<file path="src/prc_pkg.sv">
`timescale 1ns / 1ps
// Shared types, constants and helpers of the polygon rectangle clipper.
package prc_pkg;

    localparam int COORD_BITS = 12;
    localparam int FRAC_BITS  = 8;
    localparam int FX_W       = COORD_BITS + FRAC_BITS;
    localparam int QW         = FX_W;
    localparam int DEN_W      = FX_W + 1;
    localparam int NUM_W      = 2 * FX_W + 2;
    localparam int PROD_W     = 2 * FX_W;
    localparam int IT_W       = $clog2(QW);
    localparam int NSTAGE     = 4;
    localparam int NLVL       = NSTAGE + 1;
    localparam int LVL_W      = $clog2(NLVL);
    localparam int STG_W      = $clog2(NSTAGE);
    localparam int MAX_OUT    = 16;
    localparam int CNT_W      = $clog2(MAX_OUT + 1);
    localparam int REG_IDX_W  = 2;

    // register indexes of the configuration port
    localparam logic [REG_IDX_W-1:0] REG_LEFT   = 2'd0;
    localparam logic [REG_IDX_W-1:0] REG_BOTTOM = 2'd1;
    localparam logic [REG_IDX_W-1:0] REG_RIGHT  = 2'd2;
    localparam logic [REG_IDX_W-1:0] REG_TOP    = 2'd3;

    // clipping stages in cascade order
    localparam logic [STG_W-1:0] STG_LEFT   = 2'd0;
    localparam logic [STG_W-1:0] STG_TOP    = 2'd1;
    localparam logic [STG_W-1:0] STG_RIGHT  = 2'd2;
    localparam logic [STG_W-1:0] STG_BOTTOM = 2'd3;

    localparam logic signed [COORD_BITS-1:0] RST_LEFT   = COORD_BITS'(0);
    localparam logic signed [COORD_BITS-1:0] RST_BOTTOM = COORD_BITS'(0);
    localparam logic signed [COORD_BITS-1:0] RST_RIGHT  = COORD_BITS'(639);
    localparam logic signed [COORD_BITS-1:0] RST_TOP    = COORD_BITS'(479);

    typedef logic signed [COORD_BITS-1:0] t_coord;
    typedef logic signed [FX_W-1:0]       t_fx;

    typedef struct packed {
        t_fx x;
        t_fx y;
    } t_vtx;

    typedef struct packed {
        logic start;
        t_fx  c1;
        t_fx  c2;
        t_fx  w;
        t_fx  o1;
        t_fx  o2;
    } t_div_req;

    typedef struct packed {
        logic done;
        t_fx  res;
    } t_div_rsp;

    function automatic t_fx to_fix(input t_coord c);
        return {c, {FRAC_BITS{1'b0}}};
    endfunction

    // floor(v + 0.5), wrapped to the coordinate width
    function automatic t_coord round_out(input t_fx v);
        logic signed [FX_W:0] s;
        s = {v[FX_W-1], v} + (FX_W + 1)'(1 << (FRAC_BITS - 1));
        return s[FX_W-1:FRAC_BITS];
    endfunction

endpackage

</file>
<file path="src/prc_div.sv">
`timescale 1ns / 1ps
// Crossing point unit: one multiply, then a restoring divide one bit per cycle.
module prc_div import prc_pkg::*; (
    input  logic     i_clk,
    input  logic     i_rst_n,
    input  t_div_req i_req,
    output t_div_rsp o_rsp
);

    typedef enum logic [4:0] {
        D_IDLE = 5'b00001,
        D_MUL  = 5'b00010,
        D_NUM  = 5'b00100,
        D_ITER = 5'b01000,
        D_DONE = 5'b10000
    } t_dstate;

    t_dstate r_st;
    logic [FX_W-1:0]   r_p, r_a, r_d, r_q, r_sh;
    logic              r_neg, r_done;
    t_fx               r_o1, r_res;
    logic [PROD_W-1:0] r_prod;
    logic [DEN_W-1:0]  r_rem;
    logic [IT_W-1:0]   r_it;

    logic signed [FX_W:0] dc, aw, dov;
    logic [FX_W-1:0]      ud, ua, up, qf;
    logic [NUM_W-1:0]     num;
    logic [DEN_W-1:0]     den;
    logic [DEN_W:0]       trial;
    logic                 ge;

    always_comb begin
        dc    = {i_req.c2[FX_W-1], i_req.c2} - {i_req.c1[FX_W-1], i_req.c1};
        aw    = {i_req.w[FX_W-1], i_req.w} - {i_req.c1[FX_W-1], i_req.c1};
        dov   = {i_req.o2[FX_W-1], i_req.o2} - {i_req.o1[FX_W-1], i_req.o1};
        ud    = dc[FX_W] ? FX_W'(-dc) : FX_W'(dc);
        ua    = aw[FX_W] ? FX_W'(-aw) : FX_W'(aw);
        up    = dov[FX_W] ? FX_W'(-dov) : FX_W'(dov);
        // 2*p*a + d, less one when the result heads downwards
        num   = {1'b0, r_prod, 1'b0} + NUM_W'(r_d) - NUM_W'(r_neg);
        den   = {r_d, 1'b0};
        trial = {r_rem, r_sh[FX_W-1]};
        ge    = trial >= {1'b0, den};
        qf    = (r_d == '0) ? '0 : r_q;
    end

    always_ff @(posedge i_clk) begin
        if (!i_rst_n) begin
            r_st   <= D_IDLE;
            r_done <= 1'b0;
        end else begin
            r_done <= 1'b0;
            case (r_st)
                D_IDLE: begin
                    if (i_req.start) begin
                        r_p   <= up;
                        r_a   <= ua;
                        r_d   <= ud;
                        r_neg <= dov[FX_W];
                        r_o1  <= i_req.o1;
                        r_st  <= D_MUL;
                    end
                end
                D_MUL: begin
                    r_prod <= r_p * r_a;
                    r_st   <= D_NUM;
                end
                D_NUM: begin
                    r_rem <= num[QW+DEN_W-1:QW];
                    r_sh  <= num[QW-1:0];
                    r_it  <= '0;
                    r_st  <= D_ITER;
                end
                D_ITER: begin
                    r_rem <= ge ? DEN_W'(trial - {1'b0, den}) : trial[DEN_W-1:0];
                    r_sh  <= {r_sh[FX_W-2:0], 1'b0};
                    r_q   <= {r_q[FX_W-2:0], ge};
                    if (r_it == IT_W'(QW - 1)) begin
                        r_st <= D_DONE;
                    end else begin
                        r_it <= r_it + 1'b1;
                    end
                end
                D_DONE: begin
                    r_res  <= r_neg ? t_fx'(r_o1 - qf) : t_fx'(r_o1 + qf);
                    r_done <= 1'b1;
                    r_st   <= D_IDLE;
                end
                default: r_st <= D_IDLE;
            endcase
        end
    end

    assign o_rsp.done = r_done;
    assign o_rsp.res  = r_res;

endmodule

</file>
<file path="src/polygon_rect_clipper_unit.sv">
`timescale 1ns / 1ps
// Polygon clipper against a rectangular window, one vertex request at a time.
//
// Vertices enter one request at a time; closing marks the last vertex of a
// polygon. Each vertex passes depth first through four clipping stages (left,
// top, right, bottom); every stage keeps its first and previous vertex in
// Q12.8 and hands at most two vertices to the next stage through a small
// pending buffer. Crossing points come from one shared unit: a 20x20 multiply
// and a restoring divide of one quotient bit per cycle, which holds the
// sequencer until the crossing is done. Every vertex a stage takes in passes
// through pick and test, every result through out and pick, and each request
// ends in flush. A closing request also takes the closing edge of each
// started stage through pick and test, and skips a stage left idle in pick.
// o_ready stays low until the request is through, including any wait on the
// result side. Results are rounded to integers (half up); a polygon with
// nothing left gives one result with o_vertex_valid low and o_polygon_end
// high. At most 16 results are given per request, the 16th carrying the
// polygon end on a closing request. An output register parts the result
// side, so a new request may be taken while a result still waits. Window
// registers are written through the configuration channel; the user must
// write them only while idle, and the block itself does not enforce it.
module polygon_rect_clipper_unit import prc_pkg::*; (
    input  logic                  i_clk,
    input  logic                  i_rst_n,
    input  logic                  i_valid,
    output logic                  o_ready,
    input  logic [COORD_BITS-1:0] i_vert_x,
    input  logic [COORD_BITS-1:0] i_vert_y,
    input  logic                  i_closing,
    output logic                  o_valid,
    input  logic                  i_ready,
    output logic [COORD_BITS-1:0] o_out_x,
    output logic [COORD_BITS-1:0] o_out_y,
    output logic                  o_vertex_valid,
    output logic                  o_polygon_end,
    input  logic                  i_cfg_valid,
    output logic                  o_cfg_ready,
    input  logic [REG_IDX_W-1:0]  i_cfg_index,
    input  logic [COORD_BITS-1:0] i_cfg_data
);

    typedef enum logic [5:0] {
        ST_IDLE  = 6'b000001,
        ST_PICK  = 6'b000010,
        ST_TEST  = 6'b000100,
        ST_DIV   = 6'b001000,
        ST_OUT   = 6'b010000,
        ST_FLUSH = 6'b100000
    } t_state;

    t_state r_state;

    // window
    t_coord r_left, r_bottom, r_right, r_top;

    // per stage polygon state
    t_vtx r_first [NSTAGE];
    t_vtx r_prev  [NSTAGE];
    logic [NSTAGE-1:0] r_started;

    // pending vertices waiting at each level; level NSTAGE feeds the output
    t_vtx       r_pq   [NLVL][2];
    logic [1:0] r_pq_n [NLVL];

    // sequencer context
    logic [STG_W-1:0] r_stg;
    t_vtx             r_cur;
    logic             r_close, r_end, r_push_b;
    logic [STG_W:0]   r_cls;

    // result hold and output register
    t_vtx             r_hold;
    logic             r_hold_v;
    logic [CNT_W-1:0] r_cnt;
    logic             r_o_valid, r_o_vv, r_o_end;
    t_coord           r_o_x, r_o_y;

    logic             lv_hit;
    logic [STG_W-1:0] lv_sel;
    t_vtx             pa;
    t_fx              wfix;
    logic             ia, ib, out_free;
    logic [LVL_W-1:0] lvl_n;
    t_vtx             xpt;
    t_div_req         div_req;
    t_div_rsp         div_rsp;

    prc_div u_div (
        .i_clk   (i_clk),
        .i_rst_n (i_rst_n),
        .i_req   (div_req),
        .o_rsp   (div_rsp)
    );

    always_comb begin
        // deepest stage with work waiting goes first
        lv_hit = 1'b0;
        lv_sel = '0;
        for (int s = 0; s < NSTAGE; s++) begin
            if (r_pq_n[s] != 2'd0) begin
                lv_hit = 1'b1;
                lv_sel = STG_W'(s);
            end
        end

        pa = r_prev[r_stg];
        case (r_stg)
            STG_LEFT: begin
                wfix = to_fix(r_left);
                ia   = pa.x >= wfix;
                ib   = r_cur.x >= wfix;
            end
            STG_TOP: begin
                wfix = to_fix(r_top);
                ia   = pa.y <= wfix;
                ib   = r_cur.y <= wfix;
            end
            STG_RIGHT: begin
                wfix = to_fix(r_right);
                ia   = pa.x <= wfix;
                ib   = r_cur.x <= wfix;
            end
            default: begin
                wfix = to_fix(r_bottom);
                ia   = pa.y >= wfix;
                ib   = r_cur.y >= wfix;
            end
        endcase

        // left and right clip x, top and bottom clip y
        div_req.start = (r_state == ST_TEST) && r_started[r_stg] && (ia != ib);
        div_req.w     = wfix;
        if (!r_stg[0]) begin
            div_req.c1 = pa.x;
            div_req.c2 = r_cur.x;
            div_req.o1 = pa.y;
            div_req.o2 = r_cur.y;
            xpt.x      = wfix;
            xpt.y      = div_rsp.res;
        end else begin
            div_req.c1 = pa.y;
            div_req.c2 = r_cur.y;
            div_req.o1 = pa.x;
            div_req.o2 = r_cur.x;
            xpt.x      = div_rsp.res;
            xpt.y      = wfix;
        end

        lvl_n    = LVL_W'(r_stg) + 1'b1;
        out_free = !r_o_valid || i_ready;
    end

    // configuration writes
    always_ff @(posedge i_clk) begin
        if (!i_rst_n) begin
            r_left   <= RST_LEFT;
            r_bottom <= RST_BOTTOM;
            r_right  <= RST_RIGHT;
            r_top    <= RST_TOP;
        end else if (i_cfg_valid) begin
            case (i_cfg_index)
                REG_LEFT:   r_left   <= i_cfg_data;
                REG_BOTTOM: r_bottom <= i_cfg_data;
                REG_RIGHT:  r_right  <= i_cfg_data;
                REG_TOP:    r_top    <= i_cfg_data;
                default:    r_left   <= r_left;
            endcase
        end
    end

    always_ff @(posedge i_clk) begin
        if (!i_rst_n) begin
            r_state   <= ST_IDLE;
            r_started <= '0;
            for (int l = 0; l < NLVL; l++) begin
                r_pq_n[l] <= 2'd0;
            end
            r_hold_v  <= 1'b0;
            r_o_valid <= 1'b0;
        end else begin
            // drop the output request once taken
            if (r_o_valid && i_ready) begin
                r_o_valid <= 1'b0;
            end
            case (r_state)
                ST_IDLE: begin
                    if (i_valid) begin
                        r_pq[0][0] <= '{x: to_fix(i_vert_x), y: to_fix(i_vert_y)};
                        r_pq_n[0]  <= 2'd1;
                        r_end      <= i_closing;
                        r_cls      <= '0;
                        r_cnt      <= '0;
                        r_state    <= ST_PICK;
                    end
                end
                ST_PICK: begin
                    if (r_pq_n[NSTAGE] != 2'd0) begin
                        r_state <= ST_OUT;
                    end else if (lv_hit) begin
                        r_stg   <= lv_sel;
                        r_cur   <= r_pq[LVL_W'(lv_sel)][0];
                        r_pq[LVL_W'(lv_sel)][0] <= r_pq[LVL_W'(lv_sel)][1];
                        r_pq_n[LVL_W'(lv_sel)]  <= r_pq_n[LVL_W'(lv_sel)] - 1'b1;
                        r_close <= 1'b0;
                        r_state <= ST_TEST;
                    end else if (r_end && (r_cls != (STG_W + 1)'(NSTAGE))) begin
                        // close stages in cascade order, each after deeper work drains
                        r_cls <= r_cls + 1'b1;
                        if (r_started[r_cls[STG_W-1:0]]) begin
                            r_stg   <= r_cls[STG_W-1:0];
                            r_cur   <= r_first[r_cls[STG_W-1:0]];
                            r_close <= 1'b1;
                            r_state <= ST_TEST;
                        end
                    end else begin
                        r_state <= ST_FLUSH;
                    end
                end
                ST_TEST: begin
                    if (!r_started[r_stg]) begin
                        r_started[r_stg] <= 1'b1;
                        r_first[r_stg]   <= r_cur;
                        r_prev[r_stg]    <= r_cur;
                        r_state          <= ST_PICK;
                    end else begin
                        if (r_close) begin
                            r_started[r_stg] <= 1'b0;
                        end else begin
                            r_prev[r_stg] <= r_cur;
                        end
                        r_push_b <= ib;
                        case ({ia, ib})
                            2'b11: begin
                                r_pq[lvl_n][0] <= r_cur;
                                r_pq_n[lvl_n]  <= 2'd1;
                                r_state        <= ST_PICK;
                            end
                            2'b01, 2'b10: r_state <= ST_DIV;
                            default:      r_state <= ST_PICK;
                        endcase
                    end
                end
                ST_DIV: begin
                    if (div_rsp.done) begin
                        r_pq[lvl_n][0] <= xpt;
                        r_pq[lvl_n][1] <= r_cur;
                        r_pq_n[lvl_n]  <= r_push_b ? 2'd2 : 2'd1;
                        r_state        <= ST_PICK;
                    end
                end
                ST_OUT: begin
                    // hold one result back so the last one can carry the end flag
                    if (r_cnt == CNT_W'(MAX_OUT)) begin
                        r_pq[NSTAGE][0] <= r_pq[NSTAGE][1];
                        r_pq_n[NSTAGE]  <= r_pq_n[NSTAGE] - 1'b1;
                        r_state         <= ST_PICK;
                    end else if (!r_hold_v || out_free) begin
                        if (r_hold_v) begin
                            r_o_valid <= 1'b1;
                            r_o_x     <= round_out(r_hold.x);
                            r_o_y     <= round_out(r_hold.y);
                            r_o_vv    <= 1'b1;
                            r_o_end   <= 1'b0;
                        end
                        r_hold          <= r_pq[NSTAGE][0];
                        r_hold_v        <= 1'b1;
                        r_cnt           <= r_cnt + 1'b1;
                        r_pq[NSTAGE][0] <= r_pq[NSTAGE][1];
                        r_pq_n[NSTAGE]  <= r_pq_n[NSTAGE] - 1'b1;
                        r_state         <= ST_PICK;
                    end
                end
                ST_FLUSH: begin
                    if (r_hold_v) begin
                        if (out_free) begin
                            r_o_valid <= 1'b1;
                            r_o_x     <= round_out(r_hold.x);
                            r_o_y     <= round_out(r_hold.y);
                            r_o_vv    <= 1'b1;
                            r_o_end   <= r_end;
                            r_hold_v  <= 1'b0;
                            r_state   <= ST_IDLE;
                        end
                    end else if (r_end) begin
                        // nothing survived the close: send the empty marker
                        if (out_free) begin
                            r_o_valid <= 1'b1;
                            r_o_x     <= '0;
                            r_o_y     <= '0;
                            r_o_vv    <= 1'b0;
                            r_o_end   <= 1'b1;
                            r_state   <= ST_IDLE;
                        end
                    end else begin
                        r_state <= ST_IDLE;
                    end
                end
                default: r_state <= ST_IDLE;
            endcase
        end
    end

    assign o_ready        = (r_state == ST_IDLE);
    assign o_cfg_ready    = 1'b1;
    assign o_valid        = r_o_valid;
    assign o_out_x        = r_o_x;
    assign o_out_y        = r_o_y;
    assign o_vertex_valid = r_o_vv;
    assign o_polygon_end  = r_o_end;

endmodule

</file>
<file path="config.mk">
export PLATFORM = sky130hd
export DESIGN_NAME = polygon_rect_clipper_unit
export DESIGN_NICKNAME = d
export VERILOG_FILES = /design/src/prc_pkg.sv /design/src/prc_div.sv /design/src/polygon_rect_clipper_unit.sv
export SDC_FILE = /design/constraint.sdc
export NUM_CORES = 2
export LEC_CHECK = 0
export BUFFER_PORTS_ARGS = -buffer_cell sky130_fd_sc_hd__buf_4
export CELL_PAD_IN_SITES_DETAIL_PLACEMENT = 1
export CELL_PAD_IN_SITES_GLOBAL_PLACEMENT = 2
export CORE_MARGIN = 4
export CORE_UTILIZATION = 40
export CTS_CLUSTER_DIAMETER = 80
export DETAILED_ROUTE_END_ITERATION = 16
export PLACE_DENSITY = 0.86
export SYNTH_ARGS = -nofsm -noshare
export SYNTH_HDL_FRONTEND = slang
export SYNTH_HIERARCHICAL = 1
export SYNTH_SLANG_ARGS = --single-unit
export TNS_END_PERCENT = 20
</file>
<file path="constraint.sdc">
create_clock -name i_clk -period 7.8 [get_ports i_clk]
set_clock_uncertainty 0.15 [all_clocks]
set_input_delay 0.39 -clock i_clk [delete_from_list [all_inputs] [get_ports i_clk]]
set_output_delay 0.39 -clock i_clk [all_outputs]
set_load 0.01 [all_outputs]
</file>
==> impl_summary.txt <==
----------------------------------------------------
[Final layout]
  Net count, final ... 6970
  Share of final-layout standard cells stronger than drive strength 1 ... 10.56%
  Most frequent standard cell in the layout excluding fill and tap cells ... edfxtp_1
  Final standard cell area without fillers ... 0.07608 mm²
  Filler instances ... 18190
  Commonest cells after routing, fill and taps aside ... edfxtp_1 (1028), nand2_1 (692), inv_1 (633), ha_1 (419), a21oi_1 (385)
  Area growth from synthesis to layout ... 11.87%

[Place]
  Port bufs ... 71
  Placed Area ... 0.07181 mm²
  Half-perimeter wire length of the detailed placement result ... 161.2 mm
  Worst slack, placed ... 0.05436 ns
  Placer's final routability congestion estimate ... 0.9042

[Clock tree]
  Root buffer selected by CTS ... clkbuf_16
  Buffer depth of the longest clock path ... 3
  Clock tree from TritonCTS ... yes
  Number of sinks on the clock net ... 1098
  # H-tree levels ... 3
  Clock-pin slew of the registers on the worst-case setup and hold paths ... 0.06 ns
  Clock network latency to the later pin of the worst-skew pair ... 0.76 ns
  TritonCTS buffer count ... 120

[Worst setup path]
  Critical Path, Cell by Cell ... and2_1, fa_1, inv_1, fa_1, inv_1, fa_1, fa_1, fa_1, fa_1, inv_1, fa_1, inv_1, ha_1, nand2_1, nor3_1, and2_1, a221o_2, a31oi_4, o31ai_1, or4b_1, a31o_2, a21oi_2, xnor2_1
  End of the worst register-to-register path ... u_div/r_prod[39]$_DFFE_PP_
  Maximum fanout encountered on the critical timing path ... 15
  Startpoint of the worst setup timing path ... u_div/r_p[3]$_DFFE_PP_
  Kind of launch point of the worst setup path ... flip-flop
  Most used cell, CP ... fa_1
  Data required time of the critical path ... 8.10 ns
  Logic depth of the worst register-to-register path ... 23
  Critical Path Sink ... u_div/r_prod[39]$_DFFE_PP_
  Arrival time of the worst setup path ... 7.90 ns
  Category of the worst setup path capture point ... flip-flop
  Cell type of the slowest stage on the worst timing path ... edfxtp_1
  Slack of the worst reg-to-reg path ... 0.20 ns
  Slowest Stage Delay on Critical Path ... 0.67 ns
  Critical Setup Path Class ... flip-flop to flip-flop
  Source of the worst register-to-register timing path ... u_div/r_p[3]$_DFFE_PP_

[Power and ir drop]
  Sum of internal, switching and leakage power ... 0.01369 W
  Sequential share of power ... 48.1%
  Clock group share of total power ... 41.6%
  Proportion of total power due to net switching ... 25.37%
  Psw ... 0.003474 W
  Lkg Pwr ... 30.53 nW
  Power Internal ... 0.01022 W
  Power Density ... 179.9 mW/mm²
  Combinational power share ... 10.2%
  Worst supply voltage drop on vdd ... 0.0001811 V

[STA]
  Post-route fraction of the period consumed by the critical path ... 97.42%
  Number of failing setup endpoints in the final timing report ... 0
  Slew headroom ... 18.99%
  Transition at the pin with the smallest max-transition slack ... 1.215 ns
  Hold Vio Cnt, Final ... 0
  Final WS setup ... 0.2014 ns
  Worst Hold Slack ... 0.02963 ns
  Highest achievable clock rate ... 131.6 MHz
  Number of pins with negative max-slew slack in the final report ... 0
  Minimum clock period after layout ... 7.599 ns

[Global routing]
  Total grt overflow ... 0
  Gr usage total ... 25.05%
  Vias in the first global route ... 52040
  Largest net degree at the start of global routing ... 110
  Antenna violations before repair ... 13
  First-pass GRT wire length ... 332.5 mm

[Min path]
  HP Class ... input port to flip-flop

[Drt]
  Average wire per cell in the routed design ... 26.11 µm
  Total length of routed wires ... 222.0 mm
  DRC violation count after routing ... 0
  Detail Route Antenna Nets ... 0
  Iteration-0 DRC Markers ... 5068
  Routed vias ... 49180
  Routed vias/inst ... 5.784
  Count of TritonRoute iterations in the first routing pass ... 5

[Floorplan]
  Vert. Die Dim ... 420.3 µm
  Die area ... 0.1767 mm²
  Horiz. Die Dim ... 420.3 µm
  Initial Util ... 40.17%
  Number of primary I/O pins ... 73
  Area of the core ... 0.1693 mm²
  Row count ... 151

[Logic synthesis]
  Top FF cell, synth ... edfxtp_1
  Number of flops mapped to enable cells by yosys ... 1028
  Async S/R FF share, synth ... 0%
  Warnings from Yosys ... 6
  Post-synthesis sequential area ratio ... 47.45%
  Post-synth cell types ... 105
  Flip-flop and latch count after synthesis ... 1098
  Post-synthesis area per instance ... 11.27 µm²
  Post-Syn Instances ... 6035
  Netlist area before placement ... 0.06801 mm²

[Run status]
  Result of the run ... completed

[Run]
  Max-cap violations ... 0

----------------------------------------------------
## synth_stat cells (49+ instances only)
library cell / count / area (µm²)
edfxtp_1: 1028 / 30870
nand2_1: 692 / 2597
inv_1: 635 / 2384
ha_1: 421 / 5268
a21oi_1: 387 / 1937
nor2_1: 366 / 1374
fa_1: 326 / 6526
and2_1: 284 / 1777
clkbuf_1: 211 / 792.0
o21ai_0: 183 / 915.9
xnor2_1: 133 / 1165
nand3_1: 115 / 575.6
xor2_1: 98 / 858.3
a21o_1: 86 / 645.6
mux4_2: 82 / 1847
dfxtp_1: 70 / 1401
mux2i_1: 66 / 660.6
a31oi_1: 59 / 369.1
and3_1: 49 / 306.5
## worst min path at each step
stage	startpoint	end	cells past startpoint	slack, ns
final	i_cfg_valid	r_top[0]$_SDFFE_PN1P_	4	0.03
after global routing	i_cfg_valid	r_top[9]$_SDFFE_PN0P_	4	0.06
after CTS	i_cfg_valid	r_top[11]$_SDFFE_PN0P_	4	0.0008
after detailed placement	r_pq[4][73]$_DFFE_PP_	r_hold[33]$_DFFE_PP_	0	0.26
after global placement	r_pq[4][57]$_DFFE_PP_	r_hold[17]$_DFFE_PP_	0	0.25
after floorplan	r_pq[4][50]$_DFFE_PP_	r_hold[10]$_DFFE_PP_	0	0.25
## sequential cells by signal (all words and copies together), names as in the netlist, 6 cells and up, named ones only
register / flops
r_first: 160
o_out_x: 12
r_prev: 160
u_div/r_q: 20
r_left: 12
r_pq: 386
r_bottom: 12
u_div/r_rem: 21
r_state: 6
u_div/r_d: 20
u_div/r_prod: 40
u_div/r_sh: 20
u_div/r_o1: 20
r_hold: 26
r_cur: 40
r_right: 12
r_pq_n: 10
u_div/r_res: 20
o_out_y: 12
u_div/r_p: 20
u_div/r_a: 20
r_top: 12
## metrics by stage
| step | TNS, ns | util, % | instances |
|---|---|---|---|
| after floorplan | 0 | - | 6043 |
| after global placement | 0 | 42.42 | 8244 |
| after detailed placement | 0 | 42.42 | 8244 |
| after CTS | 0 | 44.83 | 8484 |
| after global routing | -0.08400 | 44.93 | 8497 |
| final | 0 | 44.94 | 8503 |
## cell families (layout without fill, tap and decap cells)
group           count (synthesis)  count (layout)  share of synthesized area (%)
xor+xnor                      231             231                          2.975
other cells                     2              16                        0.01104
buf+inv                       902            1138                          5.128
simple gates                 1765            1765                          12.36
compound gates               1092            1092                          10.21
flops                        1098            1098                          47.45
fa+ha+maj                     747             747                          17.34
mux                           198             198                          4.515
## power groups by stage
stage / combinational (W) / clock [W] / sequential (W)
4_1_cts: 0.00138 / 0.00578 / 0.00659
5_1_grt: 0.00150 / 0.00604 / 0.00659
2_1_floorplan: 0.000881 / 0 / 0.00668
3_3_place_gp: 0.00133 / 0 / 0.00670
3_5_place_dp: 0.00136 / 0 / 0.00671
6_report: 0.00140 / 0.00570 / 0.00659
## metal layers
metal	vias up	track usage [%]	wire [µm]
met2	1979	39.78	101400
met5	-	0	0
met3	360	4.324	18240
met1	25280	34.83	93970
met4	0	8.527	8405
li1	21560	-	-
## layout make-up
cell class	instances	area [µm²]	share of cell area, %
Multi-Input combinational cell	4043	32460	42.67
Sequential cell	1098	32280	42.43
Antenna cell	6	15.01	0.01974
Clock buffer	132	3048	4.006
Tap cell	2218	2775	3.648
Inverter	637	2391	3.143
Clock inverter	90	854.6	1.123
Timing Repair Buffer	279	2255	2.964
## worst max-delay path: cells and delay by family, from the launching register on
family                     cells  cell delay, ns
buffers and inverters          4            0.22
adders and majority gates      8            3.81
DFF                            1            0.67
AOI/OAI and AO/OA              5            1.25
and+or+nand+nor                5            1.12
xor gates and xnor gates       1            0.08
## timing repair
item / 4_1_cts / 5_1_grt
hold buffers: 18 / 0
endpoints found under the hold margin: 52 / 0
setup endpoints to repair: 0 / 6
resized for setup: 0 / 18
buffers inserted: 0 / 13
No activity file was read; power rests on OpenSTA's default activity.
